## src/rtl/qtrwa_pkg.sv

```systemverilog
// shared types, constants and helpers for the quad to rect warp address block
package qtrwa_pkg;

    localparam int MAX_DIM    = 4096;
    localparam int FRAC_BITS  = 16;
    localparam int CORNER_FRAC = 8;
    localparam int EDGE_SHIFT = FRAC_BITS - CORNER_FRAC;

    localparam int DIM_W      = $clog2(MAX_DIM) + 1;
    localparam int CNT_W      = $clog2(MAX_DIM);
    localparam int ACC_W      = 32;
    localparam int CORNER_W   = 64;
    localparam int INT_W      = ACC_W - FRAC_BITS;
    localparam int NUM_W      = ACC_W + 1 + EDGE_SHIFT;
    localparam int DIV_CNT_W  = $clog2(NUM_W);

    localparam int QUEUE_DEPTH = 2;
    localparam int QPTR_W      = $clog2(QUEUE_DEPTH);

    localparam int CFG_IDX_W  = 3;

    typedef enum logic [CFG_IDX_W-1:0] {
        CFG_TOP_LEFT     = 3'd0,
        CFG_TOP_RIGHT    = 3'd1,
        CFG_BOTTOM_RIGHT = 3'd2,
        CFG_BOTTOM_LEFT  = 3'd3,
        CFG_OUT_WIDTH    = 3'd4,
        CFG_OUT_HEIGHT   = 3'd5,
        CFG_SCENE_WIDTH  = 3'd6,
        CFG_SCENE_HEIGHT = 3'd7
    } cfg_index_t;

    // one classified pixel request, passed from front to back
    typedef struct packed {
        logic             start;
        logic             col0;
        logic             row_end;
        logic             done;
        logic [CNT_W-1:0] out_x;
        logic [CNT_W-1:0] out_y;
    } item_t;

    function automatic logic [DIM_W-1:0] clamp_dim(input logic [DIM_W-1:0] v);
        logic [DIM_W-1:0] r;
        r = v;
        if (v < DIM_W'(2))
        begin
            r = DIM_W'(2);
        end
        else if (v > DIM_W'(MAX_DIM))
        begin
            r = DIM_W'(MAX_DIM);
        end
        return r;
    endfunction

endpackage

```

## src/rtl/qtrwa_front.sv

```systemverilog
// front end: accepts pixel requests, runs the raster counters and classifies each pixel
module qtrwa_front (
    input  logic                           clk,
    input  logic                           rst_n,
    input  logic                           in_valid,
    output logic                           in_ready,
    input  logic                           frame_start,
    input  logic [qtrwa_pkg::DIM_W-1:0]    out_width,
    input  logic [qtrwa_pkg::DIM_W-1:0]    out_height,
    input  logic                           q_ready,
    output logic                           push,
    output qtrwa_pkg::item_t               item
);

    logic [qtrwa_pkg::CNT_W-1:0] col_reg, col_next;
    logic [qtrwa_pkg::CNT_W-1:0] row_reg, row_next;
    logic [qtrwa_pkg::DIM_W-1:0] w, h;
    logic                        start;
    logic [qtrwa_pkg::CNT_W-1:0] col_a, row_a, col_b, row_b;
    logic                        row_end, last_row;

    assign w = qtrwa_pkg::clamp_dim(out_width);
    assign h = qtrwa_pkg::clamp_dim(out_height);

    assign in_ready = q_ready;
    assign push     = in_valid && q_ready;

    always_comb
    begin
        start    = frame_start || (col_reg == '0 && row_reg == '0);
        col_a    = start ? '0 : col_reg;
        row_a    = start ? '0 : row_reg;
        // counters left over from a larger frame size wrap to zero
        col_b    = ({1'b0, col_a} >= w) ? '0 : col_a;
        row_b    = ({1'b0, row_a} >= h) ? '0 : row_a;
        row_end  = ({1'b0, col_b} + qtrwa_pkg::DIM_W'(1)) == w;
        last_row = ({1'b0, row_b} + qtrwa_pkg::DIM_W'(1)) == h;

        item.start   = start;
        item.col0    = (col_b == '0);
        item.row_end = row_end;
        item.done    = row_end && last_row;
        item.out_x   = col_b;
        item.out_y   = row_b;

        col_next = col_reg;
        row_next = row_reg;
        if (push)
        begin
            if (row_end)
            begin
                col_next = '0;
                row_next = last_row ? '0 : row_b + qtrwa_pkg::CNT_W'(1);
            end
            else
            begin
                col_next = col_b + qtrwa_pkg::CNT_W'(1);
                row_next = row_b;
            end
        end
    end

    always_ff @(posedge clk or negedge rst_n)
    begin
        if (!rst_n)
        begin
            col_reg <= '0;
            row_reg <= '0;
        end
        else
        begin
            col_reg <= col_next;
            row_reg <= row_next;
        end
    end

endmodule

```

## src/rtl/qtrwa_queue.sv

```systemverilog
// short request queue between front and back
module qtrwa_queue (
    input  logic             clk,
    input  logic             rst_n,
    input  logic             push,
    input  qtrwa_pkg::item_t push_item,
    output logic             not_full,
    input  logic             pop,
    output logic             not_empty,
    output qtrwa_pkg::item_t pop_item
);

    qtrwa_pkg::item_t                 slot_reg [qtrwa_pkg::QUEUE_DEPTH];
    logic [qtrwa_pkg::QPTR_W-1:0]     wr_ptr_reg, rd_ptr_reg;
    logic [qtrwa_pkg::QPTR_W:0]       count_reg, count_next;
    logic                             do_push, do_pop;

    assign not_full  = count_reg != (qtrwa_pkg::QPTR_W+1)'(qtrwa_pkg::QUEUE_DEPTH);
    assign not_empty = count_reg != '0;
    assign do_push   = push && not_full;
    assign do_pop    = pop && not_empty;
    assign pop_item  = slot_reg[rd_ptr_reg];

    always_comb
    begin
        count_next = count_reg;
        if (do_push && !do_pop)
        begin
            count_next = count_reg + (qtrwa_pkg::QPTR_W+1)'(1);
        end
        else if (do_pop && !do_push)
        begin
            count_next = count_reg - (qtrwa_pkg::QPTR_W+1)'(1);
        end
    end

    always_ff @(posedge clk or negedge rst_n)
    begin
        if (!rst_n)
        begin
            wr_ptr_reg <= '0;
            rd_ptr_reg <= '0;
            count_reg  <= '0;
        end
        else
        begin
            count_reg <= count_next;
            if (do_push)
            begin
                wr_ptr_reg <= wr_ptr_reg + qtrwa_pkg::QPTR_W'(1);
            end
            if (do_pop)
            begin
                rd_ptr_reg <= rd_ptr_reg + qtrwa_pkg::QPTR_W'(1);
            end
        end
    end

    always_ff @(posedge clk)
    begin
        if (do_push)
        begin
            slot_reg[wr_ptr_reg] <= push_item;
        end
    end

endmodule

```

## src/rtl/qtrwa_div.sv

```systemverilog
// serial signed divider, one quotient bit per cycle, truncates toward zero
module qtrwa_div (
    input  logic                              clk,
    input  logic                              rst_n,
    input  logic                              start,
    input  logic signed [qtrwa_pkg::NUM_W-1:0] num,
    input  logic [qtrwa_pkg::CNT_W-1:0]       den,
    output logic                              done,
    output logic [qtrwa_pkg::ACC_W-1:0]       quot
);

    logic                               busy_reg;
    logic                               done_reg;
    logic [qtrwa_pkg::DIV_CNT_W-1:0]    cnt_reg;
    logic                               neg_reg;
    logic [qtrwa_pkg::NUM_W-1:0]        dvd_reg, dvd_next;
    logic [qtrwa_pkg::CNT_W-1:0]        rem_reg, rem_next;
    logic [qtrwa_pkg::CNT_W:0]          rem_sh;
    logic                               ge;

    always_comb
    begin
        rem_sh   = {rem_reg, dvd_reg[qtrwa_pkg::NUM_W-1]};
        ge       = rem_sh >= {1'b0, den};
        rem_next = ge ? qtrwa_pkg::CNT_W'(rem_sh - {1'b0, den})
                      : rem_sh[qtrwa_pkg::CNT_W-1:0];
        dvd_next = {dvd_reg[qtrwa_pkg::NUM_W-2:0], ge};
    end

    assign done = done_reg;
    assign quot = neg_reg ? -dvd_reg[qtrwa_pkg::ACC_W-1:0] : dvd_reg[qtrwa_pkg::ACC_W-1:0];

    always_ff @(posedge clk or negedge rst_n)
    begin
        if (!rst_n)
        begin
            busy_reg <= 1'b0;
            done_reg <= 1'b0;
            cnt_reg  <= '0;
        end
        else
        begin
            done_reg <= busy_reg && (cnt_reg == '0);
            if (start)
            begin
                busy_reg <= 1'b1;
                cnt_reg  <= qtrwa_pkg::DIV_CNT_W'(qtrwa_pkg::NUM_W - 1);
            end
            else if (busy_reg)
            begin
                if (cnt_reg == '0)
                begin
                    busy_reg <= 1'b0;
                end
                else
                begin
                    cnt_reg <= cnt_reg - qtrwa_pkg::DIV_CNT_W'(1);
                end
            end
        end
    end

    always_ff @(posedge clk)
    begin
        if (start)
        begin
            neg_reg <= num[qtrwa_pkg::NUM_W-1];
            dvd_reg <= num[qtrwa_pkg::NUM_W-1] ? -num : num;
            rem_reg <= '0;
        end
        else if (busy_reg)
        begin
            dvd_reg <= dvd_next;
            rem_reg <= rem_next;
        end
    end

endmodule

```

## src/rtl/qtrwa_back.sv

```systemverilog
// back end: edge and position accumulators, step divisions and address output
module qtrwa_back (
    input  logic                               clk,
    input  logic                               rst_n,
    input  logic                               q_valid,
    input  qtrwa_pkg::item_t                   q_item,
    output logic                               q_pop,
    input  logic [qtrwa_pkg::CORNER_W-1:0]     corner_tl,
    input  logic [qtrwa_pkg::CORNER_W-1:0]     corner_tr,
    input  logic [qtrwa_pkg::CORNER_W-1:0]     corner_br,
    input  logic [qtrwa_pkg::CORNER_W-1:0]     corner_bl,
    input  logic [qtrwa_pkg::DIM_W-1:0]        out_width,
    input  logic [qtrwa_pkg::DIM_W-1:0]        out_height,
    input  logic [qtrwa_pkg::DIM_W-1:0]        scene_width,
    input  logic [qtrwa_pkg::DIM_W-1:0]        scene_height,
    output logic                               out_valid,
    input  logic                               out_ready,
    output logic [qtrwa_pkg::CNT_W-1:0]        out_x,
    output logic [qtrwa_pkg::CNT_W-1:0]        out_y,
    output logic [qtrwa_pkg::CNT_W-1:0]        src_x,
    output logic [qtrwa_pkg::CNT_W-1:0]        src_y,
    output logic                               inside_res,
    output logic                               frame_done
);

    localparam int AW = qtrwa_pkg::ACC_W;

    typedef enum logic [3:0] {
        S_IDLE   = 4'b0001,
        S_LAUNCH = 4'b0010,
        S_WAIT   = 4'b0100,
        S_EMIT   = 4'b1000
    } back_state_t;

    typedef enum logic [2:0] {
        JOB_LEFT_X  = 3'd0,
        JOB_LEFT_Y  = 3'd1,
        JOB_RIGHT_X = 3'd2,
        JOB_RIGHT_Y = 3'd3,
        JOB_ROW_X   = 3'd4,
        JOB_ROW_Y   = 3'd5
    } job_t;

    function automatic logic [AW-1:0] corner_to_acc(input logic [AW-1:0] c);
        return {c[AW-1-qtrwa_pkg::EDGE_SHIFT:0], {qtrwa_pkg::EDGE_SHIFT{1'b0}}};
    endfunction

    back_state_t        state_reg, state_next;
    job_t               job_reg, job_next;
    qtrwa_pkg::item_t   cur_reg;

    logic [AW-1:0] left_x_reg, left_y_reg, right_x_reg, right_y_reg;
    logic [AW-1:0] step_reg [4];
    logic [AW-1:0] pos_x_reg, pos_y_reg, rstep_x_reg, rstep_y_reg;

    logic                               out_valid_reg;
    logic [qtrwa_pkg::CNT_W-1:0]        out_x_reg, out_y_reg, src_x_reg, src_y_reg;
    logic                               inside_reg, done_reg;

    logic [qtrwa_pkg::DIM_W-1:0]        w, h;
    logic [qtrwa_pkg::CNT_W-1:0]        w_m1, h_m1;
    logic                               div_start, div_done;
    logic signed [qtrwa_pkg::NUM_W-1:0] div_num;
    logic [qtrwa_pkg::CNT_W-1:0]        div_den;
    logic [AW-1:0]                      div_quot;
    logic [AW-1:0]                      top_sel, bot_sel;
    logic signed [AW:0]                 diff;

    logic                               out_free, emit_fire;
    logic [AW-1:0]                      mag_x, mag_y;
    logic [qtrwa_pkg::INT_W-1:0]        int_x, int_y;
    logic                               in_x, in_y, in_scene;

    assign w    = qtrwa_pkg::clamp_dim(out_width);
    assign h    = qtrwa_pkg::clamp_dim(out_height);
    assign w_m1 = qtrwa_pkg::CNT_W'(w - qtrwa_pkg::DIM_W'(1));
    assign h_m1 = qtrwa_pkg::CNT_W'(h - qtrwa_pkg::DIM_W'(1));

    // numerator and divisor for the current step division
    always_comb
    begin
        case (job_reg)
            JOB_LEFT_X:
            begin
                top_sel = corner_tl[AW-1:0];
                bot_sel = corner_bl[AW-1:0];
            end
            JOB_LEFT_Y:
            begin
                top_sel = corner_tl[2*AW-1:AW];
                bot_sel = corner_bl[2*AW-1:AW];
            end
            JOB_RIGHT_X:
            begin
                top_sel = corner_tr[AW-1:0];
                bot_sel = corner_br[AW-1:0];
            end
            JOB_RIGHT_Y:
            begin
                top_sel = corner_tr[2*AW-1:AW];
                bot_sel = corner_br[2*AW-1:AW];
            end
            JOB_ROW_X:
            begin
                top_sel = left_x_reg;
                bot_sel = right_x_reg;
            end
            JOB_ROW_Y:
            begin
                top_sel = left_y_reg;
                bot_sel = right_y_reg;
            end
            default:
            begin
                top_sel = '0;
                bot_sel = '0;
            end
        endcase
        diff = $signed({bot_sel[AW-1], bot_sel}) - $signed({top_sel[AW-1], top_sel});
        if (job_reg == JOB_ROW_X || job_reg == JOB_ROW_Y)
        begin
            div_num = {{qtrwa_pkg::EDGE_SHIFT{diff[AW]}}, diff};
            div_den = w_m1;
        end
        else
        begin
            div_num = {diff, {qtrwa_pkg::EDGE_SHIFT{1'b0}}};
            div_den = h_m1;
        end
    end

    assign div_start = (state_reg == S_LAUNCH);

    qtrwa_div u_div (
        .clk   (clk),
        .rst_n (rst_n),
        .start (div_start),
        .num   (div_num),
        .den   (div_den),
        .done  (div_done),
        .quot  (div_quot)
    );

    // truncation toward zero: a position in (-1, 0) gives address 0
    always_comb
    begin
        mag_x    = pos_x_reg[AW-1] ? -pos_x_reg : pos_x_reg;
        mag_y    = pos_y_reg[AW-1] ? -pos_y_reg : pos_y_reg;
        int_x    = mag_x[AW-1:qtrwa_pkg::FRAC_BITS];
        int_y    = mag_y[AW-1:qtrwa_pkg::FRAC_BITS];
        in_x     = (!pos_x_reg[AW-1] || int_x == '0) && (AW'(int_x) < AW'(scene_width));
        in_y     = (!pos_y_reg[AW-1] || int_y == '0) && (AW'(int_y) < AW'(scene_height));
        in_scene = in_x && in_y;
    end

    assign out_free  = !out_valid_reg || out_ready;
    assign emit_fire = (state_reg == S_EMIT) && out_free;
    assign q_pop     = (state_reg == S_IDLE) && q_valid;

    always_comb
    begin
        state_next = state_reg;
        job_next   = job_reg;
        case (state_reg)
            S_IDLE:
            begin
                if (q_valid)
                begin
                    if (q_item.start)
                    begin
                        job_next   = JOB_LEFT_X;
                        state_next = S_LAUNCH;
                    end
                    else if (q_item.col0)
                    begin
                        job_next   = JOB_ROW_X;
                        state_next = S_LAUNCH;
                    end
                    else
                    begin
                        state_next = S_EMIT;
                    end
                end
            end
            S_LAUNCH:
            begin
                state_next = S_WAIT;
            end
            S_WAIT:
            begin
                if (div_done)
                begin
                    if (job_reg == JOB_ROW_Y)
                    begin
                        state_next = S_EMIT;
                    end
                    else
                    begin
                        job_next   = job_t'(job_reg + 3'd1);
                        state_next = S_LAUNCH;
                    end
                end
            end
            S_EMIT:
            begin
                if (out_free)
                begin
                    state_next = S_IDLE;
                end
            end
            default:
            begin
                state_next = S_IDLE;
            end
        endcase
    end

    always_ff @(posedge clk or negedge rst_n)
    begin
        if (!rst_n)
        begin
            state_reg     <= S_IDLE;
            job_reg       <= JOB_LEFT_X;
            out_valid_reg <= 1'b0;
        end
        else
        begin
            state_reg <= state_next;
            job_reg   <= job_next;
            if (emit_fire)
            begin
                out_valid_reg <= 1'b1;
            end
            else if (out_ready)
            begin
                out_valid_reg <= 1'b0;
            end
        end
    end

    always_ff @(posedge clk)
    begin
        if (q_pop)
        begin
            cur_reg <= q_item;
            if (q_item.start)
            begin
                left_x_reg  <= corner_to_acc(corner_tl[AW-1:0]);
                left_y_reg  <= corner_to_acc(corner_tl[2*AW-1:AW]);
                right_x_reg <= corner_to_acc(corner_tr[AW-1:0]);
                right_y_reg <= corner_to_acc(corner_tr[2*AW-1:AW]);
            end
        end
        if (state_reg == S_WAIT && div_done)
        begin
            case (job_reg)
                JOB_LEFT_X:  step_reg[0] <= div_quot;
                JOB_LEFT_Y:  step_reg[1] <= div_quot;
                JOB_RIGHT_X: step_reg[2] <= div_quot;
                JOB_RIGHT_Y: step_reg[3] <= div_quot;
                JOB_ROW_X:   rstep_x_reg <= div_quot;
                JOB_ROW_Y:
                begin
                    rstep_y_reg <= div_quot;
                    pos_x_reg   <= left_x_reg;
                    pos_y_reg   <= left_y_reg;
                end
                default:
                begin
                end
            endcase
        end
        if (emit_fire)
        begin
            out_x_reg  <= cur_reg.out_x;
            out_y_reg  <= cur_reg.out_y;
            src_x_reg  <= in_scene ? qtrwa_pkg::CNT_W'(int_x) : '0;
            src_y_reg  <= in_scene ? qtrwa_pkg::CNT_W'(int_y) : '0;
            inside_reg <= in_scene;
            done_reg   <= cur_reg.done;
            pos_x_reg  <= pos_x_reg + rstep_x_reg;
            pos_y_reg  <= pos_y_reg + rstep_y_reg;
            if (cur_reg.row_end)
            begin
                left_x_reg  <= left_x_reg + step_reg[0];
                left_y_reg  <= left_y_reg + step_reg[1];
                right_x_reg <= right_x_reg + step_reg[2];
                right_y_reg <= right_y_reg + step_reg[3];
            end
        end
    end

    assign out_valid  = out_valid_reg;
    assign out_x      = out_x_reg;
    assign out_y      = out_y_reg;
    assign src_x      = src_x_reg;
    assign src_y      = src_y_reg;
    assign inside_res = inside_reg;
    assign frame_done = done_reg;

    // a quotient only ever arrives while the sequencer waits for it
    assert property (@(posedge clk) disable iff (!rst_n)
        div_done |-> state_reg == S_WAIT)
        else $error("divider finished outside of wait state");

    // the row steps are the last division before a pixel is emitted
    assert property (@(posedge clk) disable iff (!rst_n)
        (state_reg == S_WAIT && state_next == S_EMIT) |-> job_reg == JOB_ROW_Y)
        else $error("emit entered before row steps were ready");

    // a new result only appears after an emit cycle
    assert property (@(posedge clk) disable iff (!rst_n)
        $rose(out_valid_reg) |-> $past(state_reg) == S_EMIT)
        else $error("result appeared without emit");

    // a frame start always begins a row
    assert property (@(posedge clk) disable iff (!rst_n)
        (q_pop && q_item.start) |-> q_item.col0)
        else $error("frame start request not classified as row begin");

endmodule

```

## src/rtl/quad_to_rect_warp_address.sv

```systemverilog
// top level: configuration registers, front end, request queue and back end
//
// Usage:
//   Input channel in_valid / in_ready carries one request per output pixel in
//   raster order; frame_start = 1 forces a new frame. Output channel
//   out_valid / out_ready carries one result per request: out_x, out_y,
//   src_x, src_y, inside_res and frame_done.
//   Configuration is written through cfg_we / cfg_index / cfg_data with no
//   wait; the user must see that it is written only while no request is in
//   flight, which the block does not enforce. Corners take effect at the
//   next frame start. A request passes through the queue, the back end's
//   idle and emit states and the output register. The first pixel of a row
//   adds two step divisions; the first pixel of a frame adds six. The
//   divisions run on one shared serial divider that yields one quotient bit
//   per cycle over a 41-bit numerator.
//   A two-entry request queue lets the front keep accepting while the back
//   divides or while the output register waits on a stalled receiver.
//   Reset clears the raster counters, the queue and the output valid; the
//   registers return to zero corners, a 2 x 2 output and a 1 x 1 scene.
module quad_to_rect_warp_address (
    input  logic                                clk,
    input  logic                                rst_n,
    input  logic                                in_valid,
    output logic                                in_ready,
    input  logic                                frame_start,
    output logic                                out_valid,
    input  logic                                out_ready,
    output logic [qtrwa_pkg::CNT_W-1:0]         out_x,
    output logic [qtrwa_pkg::CNT_W-1:0]         out_y,
    output logic [qtrwa_pkg::CNT_W-1:0]         src_x,
    output logic [qtrwa_pkg::CNT_W-1:0]         src_y,
    output logic                                inside_res,
    output logic                                frame_done,
    input  logic                                cfg_we,
    input  logic [qtrwa_pkg::CFG_IDX_W-1:0]     cfg_index,
    input  logic [qtrwa_pkg::CORNER_W-1:0]      cfg_data
);

    logic [qtrwa_pkg::CORNER_W-1:0] corner_tl_reg, corner_tr_reg;
    logic [qtrwa_pkg::CORNER_W-1:0] corner_br_reg, corner_bl_reg;
    logic [qtrwa_pkg::DIM_W-1:0]    out_width_reg, out_height_reg;
    logic [qtrwa_pkg::DIM_W-1:0]    scene_width_reg, scene_height_reg;

    logic             q_ready, q_push, q_valid, q_pop;
    qtrwa_pkg::item_t push_item, pop_item;

    always_ff @(posedge clk or negedge rst_n)
    begin
        if (!rst_n)
        begin
            corner_tl_reg    <= '0;
            corner_tr_reg    <= '0;
            corner_br_reg    <= '0;
            corner_bl_reg    <= '0;
            out_width_reg    <= qtrwa_pkg::DIM_W'(2);
            out_height_reg   <= qtrwa_pkg::DIM_W'(2);
            scene_width_reg  <= qtrwa_pkg::DIM_W'(1);
            scene_height_reg <= qtrwa_pkg::DIM_W'(1);
        end
        else if (cfg_we)
        begin
            case (qtrwa_pkg::cfg_index_t'(cfg_index))
                qtrwa_pkg::CFG_TOP_LEFT:     corner_tl_reg    <= cfg_data;
                qtrwa_pkg::CFG_TOP_RIGHT:    corner_tr_reg    <= cfg_data;
                qtrwa_pkg::CFG_BOTTOM_RIGHT: corner_br_reg    <= cfg_data;
                qtrwa_pkg::CFG_BOTTOM_LEFT:  corner_bl_reg    <= cfg_data;
                qtrwa_pkg::CFG_OUT_WIDTH:    out_width_reg    <= cfg_data[qtrwa_pkg::DIM_W-1:0];
                qtrwa_pkg::CFG_OUT_HEIGHT:   out_height_reg   <= cfg_data[qtrwa_pkg::DIM_W-1:0];
                qtrwa_pkg::CFG_SCENE_WIDTH:  scene_width_reg  <= cfg_data[qtrwa_pkg::DIM_W-1:0];
                qtrwa_pkg::CFG_SCENE_HEIGHT: scene_height_reg <= cfg_data[qtrwa_pkg::DIM_W-1:0];
                default:
                begin
                end
            endcase
        end
    end

    qtrwa_front u_front (
        .clk         (clk),
        .rst_n       (rst_n),
        .in_valid    (in_valid),
        .in_ready    (in_ready),
        .frame_start (frame_start),
        .out_width   (out_width_reg),
        .out_height  (out_height_reg),
        .q_ready     (q_ready),
        .push        (q_push),
        .item        (push_item)
    );

    qtrwa_queue u_queue (
        .clk       (clk),
        .rst_n     (rst_n),
        .push      (q_push),
        .push_item (push_item),
        .not_full  (q_ready),
        .pop       (q_pop),
        .not_empty (q_valid),
        .pop_item  (pop_item)
    );

    qtrwa_back u_back (
        .clk          (clk),
        .rst_n        (rst_n),
        .q_valid      (q_valid),
        .q_item       (pop_item),
        .q_pop        (q_pop),
        .corner_tl    (corner_tl_reg),
        .corner_tr    (corner_tr_reg),
        .corner_br    (corner_br_reg),
        .corner_bl    (corner_bl_reg),
        .out_width    (out_width_reg),
        .out_height   (out_height_reg),
        .scene_width  (scene_width_reg),
        .scene_height (scene_height_reg),
        .out_valid    (out_valid),
        .out_ready    (out_ready),
        .out_x        (out_x),
        .out_y        (out_y),
        .src_x        (src_x),
        .src_y        (src_y),
        .inside_res   (inside_res),
        .frame_done   (frame_done)
    );

endmodule

```

## config.mk

```make
export PLATFORM = sky130hd
export DESIGN_NAME = quad_to_rect_warp_address
export DESIGN_NICKNAME = d
export VERILOG_FILES = /design/src/rtl/qtrwa_pkg.sv /design/src/rtl/qtrwa_front.sv /design/src/rtl/qtrwa_queue.sv /design/src/rtl/qtrwa_div.sv /design/src/rtl/qtrwa_back.sv /design/src/rtl/quad_to_rect_warp_address.sv
export SDC_FILE = /design/constraint.sdc
export NUM_CORES = 2
export LEC_CHECK = 0
export CAP_MARGIN = 20
export CORE_MARGIN = 2
export CORE_UTILIZATION = 25
export CTS_CLUSTER_SIZE = 12
export DETAILED_ROUTE_END_ITERATION = 6
export DONT_BUFFER_PORTS = 1
export SLEW_MARGIN = 40
export SYNTH_ARGS = -nofsm -noshare
export SYNTH_HDL_FRONTEND = slang
export SYNTH_HIERARCHICAL = 1
export SYNTH_SLANG_ARGS = --single-unit
```

## constraint.sdc

```tcl
create_clock -name clk -period 7.86 [get_ports clk]
set_input_delay 1.179 -clock clk [delete_from_list [all_inputs] [get_ports clk]]
set_output_delay 1.179 -clock clk [all_outputs]
set_load 0.05 [all_outputs]
```

==> key figures <==
Layout
  • Commonest non-fill, non-tap cell in the layout: nand2_1
  • Area of the multi-input gates: 0.0283 mm²
  • Layout cell share with drive strength beyond 1: 16.0%
  • Non-Filler Instances: 8048
  • FF/Latch Area: around 0.025 mm²
  • Fin nets: 5438
  • Most frequent cells in the layout: 577 x nand2_1, 430 x edfxtp_1, 346 x dfrtp_1
  • Synthesis-to-layout area growth: 13.0%
  • Max reg flops: 128
  • Fillers: 22400
  • Design Area, Final: 0.0613 mm²

Clock tree
  • Worst-Skew Late Latency: 0.73 ns
  • CTS tree: built
  • Worst-path clk slew: ~0.06 ns
  • Clock buffer depth: 3
  • Clock sinks: 922
  • CTS root buf: clkbuf_16
  • Total CTS buffers: around 100
  • H-tree lvl count: 3
  • Cts-stage hold buffer count: 0

Setup path
  • CP peak stage delay: 0.71 ns
  • Nature of the critical path endpoint: register
  • Worst path top cell family by delay: compound AO/OA/AOI/OAI gates
  • CP startpoint kind: register
  • CP Buf/Inv Count: 2
  • Slowest-stage cell, CP: dfrtp_4
  • Critical Path RT: ~8.3 ns
  • Max FO, Critical Path: 27
  • Crit path DAT: between 7 and 8 ns
  • Critical-path cell list: inv_1 -> ha_2 -> a222oi_1 -> a21boi_0 -> ha_1 -> inv_1 -> fa_1 -> a21o_1 -> a21oi_1 -> o21bai_1 -> a21oi_1 -> o21a_1 -> o21ai_0 -> a211oi_1 -> o21ai_0 -> xor2_1 -> nand2_1 -> o21ai_0 -> or4_1 -> nor3_1 -> nand4_2 -> o41ai_1 -> xor2_1 -> a21oi_1
  • CP Class: register to register
  • R2r setup slk: 0.67 ns

Route
  • Via count: 41600
  • DR iter-0 viols: 4422
  • Drt first pass iters: 7
  • DRC: 4
  • Routed Antenna Nets: 0
  • Vias/cell: 5.17
  • WL/cell: between 20 and 25 µm
  • WL final: 181000 µm

STA
  • Max-slew violations: 0
  • Post-layout min period: 7.19 ns
  • Max-slew headroom: between 40% and 50%
  • Slew @ Worst Pin: just under 0.9 ns
  • Achievable Freq: 139 MHz
  • Final Setup Violations: 0
  • RSZ-0062 raised after global routing: false
  • Period Utilization, post-route: 91.5%
  • Worst Clk Skew: 0.0666 ns
  • Final hold vios: 0
  • Setup TNS Final: 0 ns

Floorplanning
  • Boundary pin count: 125
  • Die area: between 0.2 and 0.25 mm²
  • FP Rows: 171
  • Core area: 0.217 mm²
  • Initial Utilization: between 20% and 30%
  • Die height: 470 µm
  • Die Wd: 470 µm

Status
  • Failing checks: design-rule violations
  • Status: complete, but fails checks

Min path
  • Hold WC Path Type: primary input to async pin

Synth
  • Post-synthesis adder-cell area fraction: 7.03%
  • Number of synthesized flops with an enable pin: 430
  • Main combinational cell family by area after synthesis: compound AO/OA/AOI/OAI gates
  • Post-Synthesis Cells: 5108
  • Top cells by area, synth: edfxtp_1 24%, dfrtp_1 16%, mux2_2 7.0%
  • Synth top area share: 23.8%
  • Seq/Total Area, Yosys: a little under half
  • Synthesized net count: 5481
  • Yosys warns: 6
  • Synth Register Bits: 922
  • Mapped cell area: 0.0543 mm²
  • Yosys cell types: 116
  • Post-synthesis compound-gate area fraction: 15.0%
  • Mux contribution to synthesized area: between 10% and 20%
  • Dominant synthesized flop cell: edfxtp_1
  • Synth Area in Simple Gates: 13.2%
  • Area leader, netlist: edfxtp_1
  • Share of flip-flops with an asynchronous set or reset: 38.2%
  • XOR/XNOR share of the synthesized area: 5.17%
  • Synthesized area per cell: 10.6 µm²

Place
  • Placed Area: 0.0577 mm²
  • Cells after DPL: 7810
  • GP Congestion: 0.934
  • DP HPWL: 132000 µm
  • I/O Buffers: 0

Power
  • P per Cell Area: 428 mW/mm²
  • Lkg Pwr: 24.3 nW
  • Worst VDD drop: 0.294 mV
  • Total power: 0.0263 W

Global routing
  • Grt total ovfl: 0
  • Vias in the first global route: 40300
  • Initial antenna violation count: 29
  • Largest net degree at the start of global routing: 353
  • Global-route wire length before repair: about 270000 µm
  • Gr usage total: about 16%

Run
  • Max Cap Viol: 0
power by group:
group / internal, W / switching, W / leakage [nW]
Combinational: 0.00522 / 0.00847 / 13.1
Clock: 0.00274 / 0.00211 / 1.67
Sequential: 0.00650 / 0.00123 / 9.44
metal layers:
metal,GRT usage [%],part of all wire [%],vias up
li1,-,-,18900
met1,20.5,42,20700
met2,25.8,47,1647
met3,2.07,6.7,316
met4,7.52,4.6,4
met5,0,0.012,-
per-stage QoR:
stage	hold WS, ns	utilization (%)	setup WS (ns)
6_report	0.167	28.3	0.667
5_1_grt	0.119	28.3	0.147
4_1_cts	0.118	28.2	0.724
3_5_place_dp	0.405	26.7	0.732
3_3_place_gp	0.402	26.5	0.840
2_1_floorplan	0.400	-	1.33
kinds of logic (layout without fill, tap and decap cells):
| family | Yosys count | in the layout |
|---|---|---|
| AND/OR/NAND/NOR | 1453 | 1453 |
| XOR/XNOR | 319 | 319 |
| adder cells (fa/ha/maj) | 300 | 300 |
| other | 0 | 39 |
| buffers and inverters | 403 | 450 |
| AO/OA/AOI/OAI | 1217 | 1217 |
| multiplexers | 494 | 494 |
| flip-flops | 922 | 922 |
synth_stat cells, types with 13 or more instances:
cell and count:
mux2i_1 24, clkbuf_1 146, buf_4 21, and3_1 72, o31ai_1 54, o21ai_1 25
a31o_2 15, or4_1 13, edfxtp_1 430, dfrtp_1 347, buf_1 20, mux2_4 130
and2_1 30, ha_1 292, dfxtp_1 140, a21boi_0 48, buf_6 26, nor4_1 40
a211oi_1 38, nand4_1 50, a21o_1 116, o21a_1 42, xnor2_1 189, xor2_1 129
or3_1 36, o21bai_1 27, o211ai_1 20, nand2b_1 65, nand3_1 79, a31oi_1 86
o41ai_1 15, a22o_1 13, mux2_2 338, o21ai_0 255, nand3b_1 14, inv_1 174
nand2_1 580, nor2_1 266, buf_2 13, a21oi_1 257, nor2b_1 48, nor3_1 73
a222oi_1 64
path summary, 6_finish.rpt:
check                              startpoint                  endpoint  cells after the start
max                         u_back/job_reg[2]  u_back/u_div/dvd_reg[29]                     24
min                                     rst_n         corner_br_reg[58]                      0
max reg2reg                 u_back/job_reg[2]  u_back/u_div/dvd_reg[29]                     24
min reg2reg                u_back/cur_reg[24]         u_back/frame_done                      0
max in group asynchronous               rst_n         u_back/job_reg[2]                      2
min in group clk           u_back/cur_reg[24]         u_back/frame_done                      0
final cells by class:
type / count / area share (%)
flip-flops and latches: 922 / 40.0
diodes: 39 / 0.159
inverters: 176 / 1.08
well taps: 2854 / 5.82
multi-input cells: 3783 / 46.2
repair buffers: 79 / 1.21
clock buffers: 156 / 4.90
clock inverters: 39 / 0.639
worst register-to-register path: stages (launching register included):
cell	delay [ns]
dfrtp_4	0.71
inv_1	0.23
ha_2	0.43
a222oi_1	0.51
a21boi_0	0.24
ha_1	0.20
inv_1	0.06
fa_1	0.40
a21o_1	0.20
a21oi_1	0.29
o21bai_1	0.11
a21oi_1	0.38
o21a_1	0.27
o21ai_0	0.16
a211oi_1	0.37
o21ai_0	0.16
xor2_1	0.19
nand2_1	0.09
o21ai_0	0.20
or4_1	0.53
nor3_1	0.26
nand4_2	0.28
o41ai_1	0.39
xor2_1	0.19
a21oi_1	0.08
repair_timing:
action                     4_1_cts  5_1_grt
setup endpoints to repair        0        1
setup buffers                    0        1
gates resized for setup          0        0
Power figures use the tool's default switching activity.
